### src/rtl/hdit_match_cell.sv
// ----------------------------------------------------------------------------
// hdit_match_cell: one slice of the search key
// Holds a slice of the key being looked up and extends the match chain
// from its neighbor with the compare of its slice of the stored entry.
// ----------------------------------------------------------------------------
module hdit_match_cell #(
  parameter int unsigned W = 16
) (
  input  logic         clk_i,
  input  logic         load_i,
  input  logic [W-1:0] key_i,
  input  logic [W-1:0] data_i,
  input  logic         match_i,
  output logic         match_o,
  output logic [W-1:0] key_o
);

  logic [W-1:0] key_q;

  always_ff @(posedge clk_i) begin
    if (load_i) begin
      key_q <= key_i;
    end
  end

  assign match_o = match_i & (data_i == key_q);
  assign key_o   = key_q;

endmodule

### config.mk
export PLATFORM = sky130hd
export DESIGN_NAME = hdit_match_cell
export DESIGN_NICKNAME = d
export VERILOG_FILES = /design/src/rtl/hdit_match_cell.sv
export SDC_FILE = /design/constraint.sdc
export NUM_CORES = 1
export LEC_CHECK = 0
export BUFFER_PORTS_ARGS = -buffer_cell sky130_fd_sc_hd__buf_4
export CAP_MARGIN = 20
export CELL_PAD_IN_SITES_DETAIL_PLACEMENT = 0
export CELL_PAD_IN_SITES_GLOBAL_PLACEMENT = 1
export CORE_MARGIN = 4
export CORE_UTILIZATION = 28
export CTS_CLUSTER_SIZE = 8
export DETAILED_ROUTE_END_ITERATION = 8
export MAX_ROUTING_LAYER = met4
export PLACE_DENSITY_LB_ADDON = 0.1
export SLEW_MARGIN = 0
export SYNTH_ARGS = -nofsm -noshare
export SYNTH_HDL_FRONTEND = slang
export SYNTH_SLANG_ARGS = --single-unit
export TNS_END_PERCENT = 30
### constraint.sdc
create_clock -name clk_i -period 1.55 [get_ports clk_i]
set_clock_uncertainty 0.1 [all_clocks]
set_input_delay 0.2325 -clock clk_i [delete_from_list [all_inputs] [get_ports clk_i]]
set_output_delay 0.2325 -clock clk_i [all_outputs]
set_load 0.01 [all_outputs]
Word-level counts from Yosys, hierarchy flattened
Index checks and enable logic that the tools add are counted.
- bitwise gates (word level): 1
- equality and inequality tests: 1
- operator list (cell ; count):
    $eq 16x16->1 ; 1
    $and 1x1->1 ; 1
- output and inout bits: 17
- logic and storage cells: 3
- input bits: 35
- register bits after elaboration: 16

Logic depth before layout (Yosys ltp)
- depth after elaboration: 2
- depth in mapped cells: 4

Least setup slack after synthesis
OpenSTA, ideal clock, no wires.
- path type: register to output
- start point: register key_q[14] (netlist: key_o[14])
- end point: output match_o
- path slack: -0.089 ns
- arrival time: 1.306 ns
- cell stages (with the launch flop): 5
- path through: edfxtp_1 -> xor2_1 -> nor4_1 -> nand4_1 -> nor4_2
- longest elaborated chain between the ends: 2
- RTL lines (item ; RTL line ; RTL):
    from (decl) ; 18 ; logic [W-1:0] key_q;
    from (signal assigned) ; 22 ; key_q <= key_i;
    $eq 16x16->1 ; 26 ; assign match_o = match_i & (data_i == key_q);
    $and 1x1->1 ; 26 ;
    to (decl) ; 14 ; output logic match_o,
Every way passes these cells.

Final worst setup path
Ends and elaborated chain as after synthesis.

==> impl_results.md <==
- Outcome: finished with violations
- Failing checks: setup timing
- Row Count: 17
- Final wirelength: 1420 um
- Fill count: 196
- Final Hold Fails: 0
- DR vias: 503
- Crit path max-delay cell type: edfxtp_1
- Remaining DRCs: 0
- Fmax: 507 MHz
- Buffers added on ports: 51
- Critical path class: flop to output port
- PostCTS Resize Cnt: 0
- CP Launch Type: flop
- TritonRoute pass-1 iters: 2
- Global route overflow: 0
- Post-Syn Area: 662 um2
- Slew headroom: 0.842
- Leakage: 0.000484 uW
- Die height: 56.6 um
- Worst path cell trace: xor2_1 > nor4_1 > nand4_1 > nor4_4 > buf_4
- Max cap viols: 0
- Nets: 131
- Worst setup EP type: output port
- CTS tree: yes
- Mapped Nets: 73
- Setup bufs post-CTS: 0
- Iter 0 DRT Violations: 9
- Vias in the first global route: 535
- Initial antenna violation count: 0
- Pin count of the biggest net entering global routing: 17
- First-pass GRT wire length: 2270 um
- Yosys reg bits: 16
- Bufs and invs on worst path: 1
- Number of hold buffers added after cts: 0
- CTS max path bufs: 2
- Sequential cell area: 480 um2
- Ys Warns: 0
- HPWL Detailed: 1240 um
- Final Non-Filler Cells: 123
- Worst slack, placed: -151 ps
- Syn-to-layout area delta: 70.7%
- Initial core utilization: 0.296
- Post-Syn Area per Cell: 17.4 um2
- Crit path arrival time: 1640 ps
- IO Count: 52
- Max reg flops: 16
- Final min period: 1970 ps
- Least-Margin Pin Slew: 235 ps
- Req. time, crit path: 1220 ps
- Placed Cells: 119
- Sink Count: 16
- Width of the chip: 56.6 um
- Power Total: 949 uW
- Vias/cell: 4.09
- Final setup TNS: -421 ps
- Overall Global Routing Usage: 0.0936
- Worst hold path type: input pin to flop
- Final period util: 1.27
- Core Box Area: 2230 um2
- Clock transition at path regs: 90 ps
- Top delay family on crit path: simple AND/OR/NAND/NOR gates
- CP Max Fanout: 2
- Drt wl/cell: 11.5 um
- Number of diodes: 0
- RSZ-0062 raised after global routing: yes
- Clk root buf: clkbuf_4
- Cell count after synthesis: 38
- Slew Limit Fails: 0
- Synth unique cells: 7
- GP Congestion: 0.701
- Slowest Stage Delay on Critical Path: 410 ps
- Die area: 3210 um2
- Share of layout cells above drive strength 1: 0.600
- Num CTS Buffers: 3
- Peak supply drop: 0.611 mV
- Setup ws final: -421 ps
- Multi-input logic area: 190 um2
- Setup violators final: 1
- H-tree depth: 1
- Pwr Density: 840 nW/um2
- Sequential share of the synthesized area: 0.726
- Final ANT Viol Nets: 0
-- final timing paths --
kind              depth (start not counted)                 end           startpoint  slack, ps
hold / removal                            1  key_o[7]$_DFFE_PP_             key_i[7]         30
setup / recovery                          5             match_o  key_o[14]$_DFFE_PP_       -420
-- power breakdown --
part	total [uW]	leakage (uW)	internal (uW)	switching [uW]
Sequential	537	0.000157	515	21.7
Clock	212	0.0000154	93.0	119
Combinational	200	0.000312	129	71.3
Total	949	0.000484	737	212
-- placed cells by master, fill, tap and decap left out --
master	count
clkbuf_4	3
edfxtp_1	16
xnor2_1	12
nand2_1	1
xor2_1	4
buf_4	53
nor4_1	1
nor4_4	1
nand4_1	3
clkinv_1	1
-- Yosys cell counts, drive strengths merged --
master | count | area, um2
edfxtp | 16 | 480
xnor2 | 12 | 105
xor2 | 4 | 35.0
nand4 | 3 | 18.8
nor4 | 2 | 18.8
nand2 | 1 | 3.75
-- final cells by class --
class | count | share of cell area
repair buffers | 53 | 0.352
flip-flops and latches | 16 | 0.425
multi-input cells | 22 | 0.168
clock buffers | 3 | 0.0199
well taps | 28 | 0.0310
clock inverters | 1 | 0.00332
-- per-layer routing --
layer  wire length [um]  GRT usage  vias up
met3                171     0.0460        0
met5                  0          -        -
li1                   -          -      254
met2                835      0.180       25
met4                  0     0.0102        0
met1                411     0.0836      224
-- cells by family after synthesis --
| group | Yosys count | share of synthesized area |
|---|---|---|
| AND/OR/NAND/NOR | 6 | 0.0624 |
| XOR/XNOR | 16 | 0.212 |
| flip-flops | 16 | 0.726 |
-- stage by stage --
stage	area, um2	hold WS (ps)	utilization
floorplan	671	231	-
global route	1130	2.85	0.506
CTS	1130	24.7	0.506
global placement	1100	311	0.494
finish	1130	30.3	0.506
detailed placement	1100	312	0.494
-- repair_timing --
action                     CTS  global route
cloned                       0             0
pin swaps                    0             2
setup endpoints to repair    1             1
hold endpoints to repair     0             0
Note: power is estimated with default switching activity, not from simulation.
