## src/rtl/hdit_ram.sv

```systemverilog
// ----------------------------------------------------------------------------
// hdit_ram: generic simple dual-port RAM
// One write port and one read port with registered read data.
// ----------------------------------------------------------------------------
module hdit_ram #(
  parameter int unsigned WIDTH = 8,
  parameter int unsigned DEPTH = 16,
  localparam int unsigned AW   = $clog2(DEPTH)
) (
  input  logic             clk_i,
  input  logic             we_i,
  input  logic [AW-1:0]    waddr_i,
  input  logic [WIDTH-1:0] wdata_i,
  input  logic             re_i,
  input  logic [AW-1:0]    raddr_i,
  output logic [WIDTH-1:0] rdata_o
);

  logic [WIDTH-1:0] mem_q [DEPTH];
  logic [WIDTH-1:0] rdata_q;

  always_ff @(posedge clk_i) begin
    if (we_i) begin
      mem_q[waddr_i] <= wdata_i;
    end
    if (re_i) begin
      rdata_q <= mem_q[raddr_i];
    end
  end

  assign rdata_o = rdata_q;

endmodule

```

## config.mk

```make
export PLATFORM = sky130hd
export DESIGN_NAME = hdit_ram
export DESIGN_NICKNAME = d
export VERILOG_FILES = /design/src/rtl/hdit_ram.sv
export SDC_FILE = /design/constraint.sdc
export NUM_CORES = 1
export LEC_CHECK = 0
export BUFFER_PORTS_ARGS = -buffer_cell sky130_fd_sc_hd__buf_2
export CAP_MARGIN = 20
export CORE_ASPECT_RATIO = 0.75
export CORE_MARGIN = 3
export CORE_UTILIZATION = 45
export CTS_CLUSTER_SIZE = 16
export DETAILED_ROUTE_END_ITERATION = 6
export GPL_TIMING_DRIVEN = 0
export HOLD_SLACK_MARGIN = 0.12
export SLEW_MARGIN = 10
export SYNTH_ARGS = -nofsm -noshare
export SYNTH_HDL_FRONTEND = slang
export SYNTH_SLANG_ARGS = --single-unit
export TNS_END_PERCENT = 5
```

## constraint.sdc

```tcl
create_clock -name clk_i -period 4.8 [get_ports clk_i]
set_input_delay 0.96 -clock clk_i [delete_from_list [all_inputs] [get_ports clk_i]]
set_output_delay 0.96 -clock clk_i [all_outputs]
set_load 0.01 [all_outputs]
```

Yosys cells after proc, flatten, opt, wreduce, memory -nomap -nowiden
Memories as Yosys holds them, arrays and structs flattened. A register that Yosys moved wholly into a read port is not among the register bits. Index checks and enable logic that the tools add are counted.

Register bits after elaboration: 0. Bits in latches: 0. RAM bits: 128. Bits in read-only memories: 0. Input bits: 19. Output and inout bits: 8. Word-level logic and storage cells: 3. Memories: 1.

Add/subtract/negate cells: 0. $mul: 0. Div/mod/pow operators: 0. Magnitude comparators: 0. Eq/ne operators: 0. Shift-type cells: 0. Muxes and demuxes: 2. Bitwise operators: 0. Reductions and logical operators: 0.

Memory list: mem_q (depth 16, bits a word 8, read ports 1, clocked after memory_dff 1, wr ports 1, RTL line 19) `logic [WIDTH-1:0] mem_q [DEPTH];`.

Operator list (count): two-way mux 1 bit (2).

Logic depth before layout (Yosys ltp)
Gate-level depths: netlist (run 1).

Word-level depth: 2. Depth in mapped cells: 5. Depth with buffers taken out: 3.

Worst setup path after synthesis (run 1)
Ideal clock, no wire load.

Path kind: input -> register. From: input port waddr_i[2]. To: memory mem_q[0][0], enable pin. Setup time: 0.383 ns. Data arrival time: 2.070 ns. Data required time: 4.417 ns. Slack: 2.347 ns. Stages on the path: 2. Path buffers: 0. Cells stage by stage: or3b_2 > nor3_1.

RTL lines: from (decl) (RTL line 12) `input logic [AW-1:0] waddr_i,`; to (decl) (RTL line 19).

No word-level cell before the write port.

Final worst setup path (run 1)
From: input port waddr_i[2]. To: memory mem_q[2][2], enable pin.

No word-level cell before the write port.

==> results of run 1 <==
worst max-delay path by stage:
stage	end	cells past startpoint	startpoint
after floorplan	mem_q[0][0]	2	waddr_i[2]
after global placement	mem_q[0][7]	3	waddr_i[2]
after detailed placement	mem_q[2][1]	3	waddr_i[2]
after CTS	mem_q[2][2]	3	waddr_i[2]
after global routing	mem_q[3][2]	3	waddr_i[2]
final	mem_q[2][2]	3	waddr_i[2]
cells in the mapped netlist, drive strengths merged:
library cell   number
nand2               9
nand3               1
or3b                1
nor2               13
nand3b              2
buf                 7
a22oi              16
nor2b               1
nand2b              2
clkdlybuf4s25       3
and2                1
edfxtp            136
mux4               32
and2b               1
nor3                4
per-layer routing:
layer / vias up / track usage / part of all wire
met2: 85 / 0.220 / 0.44
met3: 7 / 0.0531 / 0.080
met1: 1231 / 0.275 / 0.47
li1: 1075 / - / -
met5: - / 0 / 0
met4: 0 / 0.0648 / 0.0080
critical path: cells and delay by family:
| kind | cells | cell delay (ps) |
|---|---|---|
| buffers and inverters | 1 | 120 |
| AND/OR/NAND/NOR | 2 | 1200 |
cell type report:
type	instances	area [um^2]	share of cell area
Buffer	10	86.3	0.0141
Sequential cell	136	4080	0.666
Clock buffer	17	425	0.0693
Timing Repair Buffer	26	133	0.0216
Tap cell	140	175	0.0285
Multi-Input combinational cell	83	1070	0.175
Clock inverter	15	160	0.0261
cell families after synthesis:
family | after synthesis
DFF | 136
and+or+nand+nor | 35
buffers and inverters | 10
AOI/OAI and AO/OA | 16
muxes | 32
stage by stage:
step	total power [uW]	instances	hold slack, ps	setup WS, ps
2_1_floorplan	1440	229	705	2350
3_3_place_gp	1500	394	752	1770
3_5_place_dp	1500	395	758	2110
4_1_cts	2770	427	778	2540
5_1_grt	2830	427	809	2460
6_report	2750	427	777	2550
state kept, by name, summed over array words and instances (netlist names):
register  flops
rdata_o       8
mem_q       128
where the power goes:
group          total [uW]  switching [uW]  internal, uW  leakage, uW
registers            1340            5.61          1340      0.00124
logic                 130            77.8          51.9     0.000527
clock network        1270             468           806     0.000277
==> flow_metrics.env, run 1 <==
export IMPL_clkTransAtPathRegs_ps=60
export IMPL_regToRegStartpoint="mem_q[4][0]"
export IMPL_wire_per_inst_um=24.0
export IMPL_fin_nets=293
export IMPL_antenna_found_initial=0
export IMPL_slew_headroom=0.432
export IMPL_htreeDepth=4
export IMPL_worst_path_max_fanout=8
export IMPL_post_route_period_util=0.470
export IMPL_post_cts_buffers=0
export IMPL_synthAdderAreaFrac=0
export IMPL_netlist_area_um2=5230
export IMPL_final_hold_violation_count=0
export IMPL_tightest_slew_ps=849
export IMPL_die_w_um=130
export IMPL_num_vias=2398
export IMPL_worstSkewPairLatency_ps=410
export IMPL_drive_gt1_frac=0.303
export IMPL_synthCells=229
export IMPL_drv_slew=0
export IMPL_synth_top_area_frac=0.781
export IMPL_ys_seq_area_frac=0.781
export IMPL_grt_overflow=0
export IMPL_r2r_slack_ps=3280
export IMPL_fmax_ghz=0.444
export IMPL_muxShareOfSynthArea=0.148
export IMPL_drt_initial_drc_count=183
export IMPL_maxCapViolCount=0
export IMPL_cts_buffer_depth=2
export IMPL_viasPerCell=5.62
export IMPL_placed_cell_area_um2=5550
export IMPL_grt_usage=0.172
export IMPL_hold_start="mem_q[8][3]"
export IMPL_dieHeight_um=99.3
export IMPL_min_to="rdata_o[3]"
export IMPL_rows=33
export IMPL_io_buffers=25
export IMPL_cts_sinks=136
export IMPL_max_vdd_ir_drop_mv=0.392
export IMPL_hold_depth=3
export IMPL_required_ps=4830
export IMPL_final_cell_mix="edfxtp_1 (136), buf_2 (28), mux4_2 (18), clkbuf_16 (17), a22oi_1 (16)"
export IMPL_ys_warn_count=0
export IMPL_setup_tns_ps=0
export IMPL_cts_root_buf="clkbuf_16"
export IMPL_grt_max_degree=17
export IMPL_skew_ps=9.14
export IMPL_postLayoutCoreUtil=0.550
export IMPL_synthTopCellsByArea="edfxtp_1 (78%), mux4_2 (7.8%), mux4_1 (7.0%)"
export IMPL_area_delta_synth_final_pct=17.4
export IMPL_synth_xor_area_frac=0
export IMPL_powerDensity_nw_per_um2=448
export IMPL_dp_hpwl_mm=6.47
export IMPL_synth_distinct_cells=18
export IMPL_cts_buffers=17
export IMPL_ys_ff_latch=136
export IMPL_ctsHoldBuffers=0
export IMPL_rr_worst_depth=3
export IMPL_status="finished, final reports clean"
export IMPL_cts_tree="yes"
export IMPL_slowest_stage="nor2_1"
export IMPL_diodes=0
export IMPL_critPathMaxStageDelay_ps=670
export IMPL_drc=0
export IMPL_cts_resized=0
export IMPL_fin_area_um2=6140
export IMPL_synth_compound_area_frac=0.0230
export IMPL_timing_rr_end="rdata_o[0]"
export IMPL_synth_top_family_by_area="multiplexers"
export IMPL_rsz0062_at_grt="false"
export IMPL_power_leakage_uw=0.00204
export IMPL_core_area_um2=11100
export IMPL_fill_cells=871
export IMPL_avgSynthCellArea_um2=22.8
export IMPL_wl_mm=10.3
export IMPL_hold_class="reg -> reg"
export IMPL_io_pins=27
export IMPL_synth_top_area_cell="edfxtp_1"
export IMPL_start_util=0.469
export IMPL_final_common_cell="edfxtp_1"
export IMPL_grt_pass1_wl_mm=15.2
export IMPL_arrival_ps=2290
export IMPL_die_area_um2=13000
export IMPL_crit_type="in -> reg"
export IMPL_min_period_ps=2250
export IMPL_path_cells="buf_2 > or3b_2 > nor2_1"
export IMPL_synth_simple_gate_area_frac=0.0314
export IMPL_grt_pass1_vias=2386
export IMPL_drtAntennaViolNets=0
export IMPL_synthesis_nets=248
export IMPL_finalSetupViolCount=0
export IMPL_endpoint_kind="register"
export IMPL_gp_congestion=0.696
export IMPL_drt_pre_antenna_iters=4
export IMPL_worst_setup_path_start_kind="input port"
No activity file was read; power rests on OpenSTA's default activity.
==> run 2, diff against run 1 <==
==> constraint.sdc (replaced) <==
create_clock -name clk_i -period 2.1 [get_ports clk_i]
set_input_delay 0.42 -clock clk_i [delete_from_list [all_inputs] [get_ports clk_i]]
set_output_delay 0.42 -clock clk_i [all_outputs]
set_load 0.01 [all_outputs]
==> run 2 against run 1 <==
Effect of this change: register-to-register slack worse by 2700 ps; via count is 0.67% higher; sequential share of layout area unchanged; sequential power rose by 130%; critical path type unchanged; cell count stayed put; largest cell class unchanged; flip-flop and latch count did not move.
==> flow_metrics.env, run 2 (synthesized netlist as in run 1, its figures left out) <==
export IMPL_regMostFlops="mem_q"
export IMPL_drt_pre_antenna_iters=4
export IMPL_cts_sinks=136
export IMPL_core_area_um2=11100
export IMPL_post_route_period_util=0.819
export IMPL_grt_max_degree=17
export IMPL_fin_cells=427
export IMPL_grt_pass1_vias=2392
export IMPL_hold_start="re_i"
export IMPL_ctsHoldBuffers=0
export IMPL_fin_hold_ws_ps=346
export IMPL_wl_mm=10.3
export IMPL_drt_initial_drc_count=188
export IMPL_grt_overflow=0
export IMPL_tightest_slew_ps=863
export IMPL_die_w_um=130
export IMPL_dp_cells=395
export IMPL_start_util=0.469
export IMPL_clkTransAtPathRegs_ps=60
export IMPL_skew_ps=8.19
export IMPL_regToRegStartpoint="mem_q[5][0]"
export IMPL_cts_tree="yes"
export IMPL_cts_resized=0
export IMPL_powerDensity_nw_per_um2=1020
export IMPL_area_delta_synth_final_pct=17.4
export IMPL_setup_tns_ps=0
export IMPL_hold_depth=1
export IMPL_diodes=0
export IMPL_maxCapViolCount=0
export IMPL_endpoint_kind="register"
export IMPL_grt_usage=0.172
export IMPL_io_buffers=25
export IMPL_final_common_cell="edfxtp_1"
export IMPL_rows=33
export IMPL_grt_pass1_wl_mm=15.2
export IMPL_power_leakage_uw=0.00204
export IMPL_wire_per_inst_um=24.1
export IMPL_post_cts_buffers=0
export IMPL_arrival_ps=1760
export IMPL_fmax_ghz=0.581
export IMPL_num_vias=2414
export IMPL_largest_register_ffs=128
export IMPL_final_hold_violation_count=0
export IMPL_worst_path_max_fanout=8
export IMPL_cts_buffers=17
export IMPL_status="finished, final reports clean"
export IMPL_final_cell_mix="edfxtp_1 (136), buf_2 (28), mux4_2 (18), clkbuf_16 (17), a22oi_1 (16)"
export IMPL_worstSkewPairLatency_ps=420
export IMPL_antenna_found_initial=0
export IMPL_slew_headroom=0.422
export IMPL_placed_cell_area_um2=5550
export IMPL_min_period_ps=1720
export IMPL_crit_type="in -> reg"
export IMPL_fin_nets=293
export IMPL_io_pins=27
export IMPL_drive_gt1_frac=0.303
export IMPL_timing_rr_end="rdata_o[0]"
export IMPL_hold_class="in -> reg"
export IMPL_r2r_slack_ps=560
export IMPL_rsz0062_at_grt="false"
export IMPL_min_to="rdata_o[2]"
export IMPL_cts_buffer_depth=2
export IMPL_gp_congestion=0.696
export IMPL_worst_setup_path_start_kind="input port"
export IMPL_rr_worst_depth=3
export IMPL_fin_area_um2=6140
export IMPL_drv_slew=0
export IMPL_dieHeight_um=99.3
export IMPL_cts_root_buf="clkbuf_16"
export IMPL_required_ps=2140
export IMPL_dp_hpwl_mm=6.47
export IMPL_max_vdd_ir_drop_mv=0.897
export IMPL_htreeDepth=4
export IMPL_drc=0
export IMPL_viasPerCell=5.65
export IMPL_drtAntennaViolNets=0
export IMPL_finalSetupViolCount=0
export IMPL_die_area_um2=13000
-- run 2: how the worst max path moves through the flow --
stage	startpoint	end	slack (ps)	cells after the start
finish	waddr_i[2]	mem_q[1][3]	380	3
CTS	waddr_i[2]	mem_q[2][2]	380	3
global route	waddr_i[2]	mem_q[3][2]	300	3
global placement	waddr_i[2]	mem_q[0][7]	-390	3
detailed placement	waddr_i[2]	mem_q[2][1]	-50	3
floorplan	waddr_i[2]	mem_q[0][0]	190	2
-- run 2: layer usage --
metal / GRT usage / share of wire / routed length [um]
met2: 0.220 / 0.43 / 4390
met4: 0.0648 / 0.015 / 152
met5: 0 / 0 / 0
met1: 0.275 / 0.50 / 5140
met3: 0.0531 / 0.061 / 626
-- run 2: area by class of cell --
type | instances | area (um^2)
Timing Repair Buffer | 26 | 133
Fill cell | 871 | 5010
Buffer | 10 | 86.3
Clock buffer | 17 | 425
Sequential cell | 136 | 4080
Clock inverter | 15 | 160
Tap cell | 140 | 175
Multi-Input combinational cell | 83 | 1070
-- run 2: critical path: stages --
cell,delay [ps]
buf_2,120
or3b_2,530
nor2_1,680
-- run 2: power breakdown --
group / internal (uW) / switching (uW)
clock network: 1840 / 1070
logic: 119 / 179
registers: 3060 / 12.8
total: 5020 / 1270
-- run 2: through the flow --
step                      total power, uW  setup WS (ps)  utilization
after floorplan                      3290            187            -
after global placement               3420           -394        0.496
after detailed placement             3430          -53.3        0.498
after CTS                            6330            383        0.550
after global routing                 6480            296        0.550
final                                6290            380        0.550
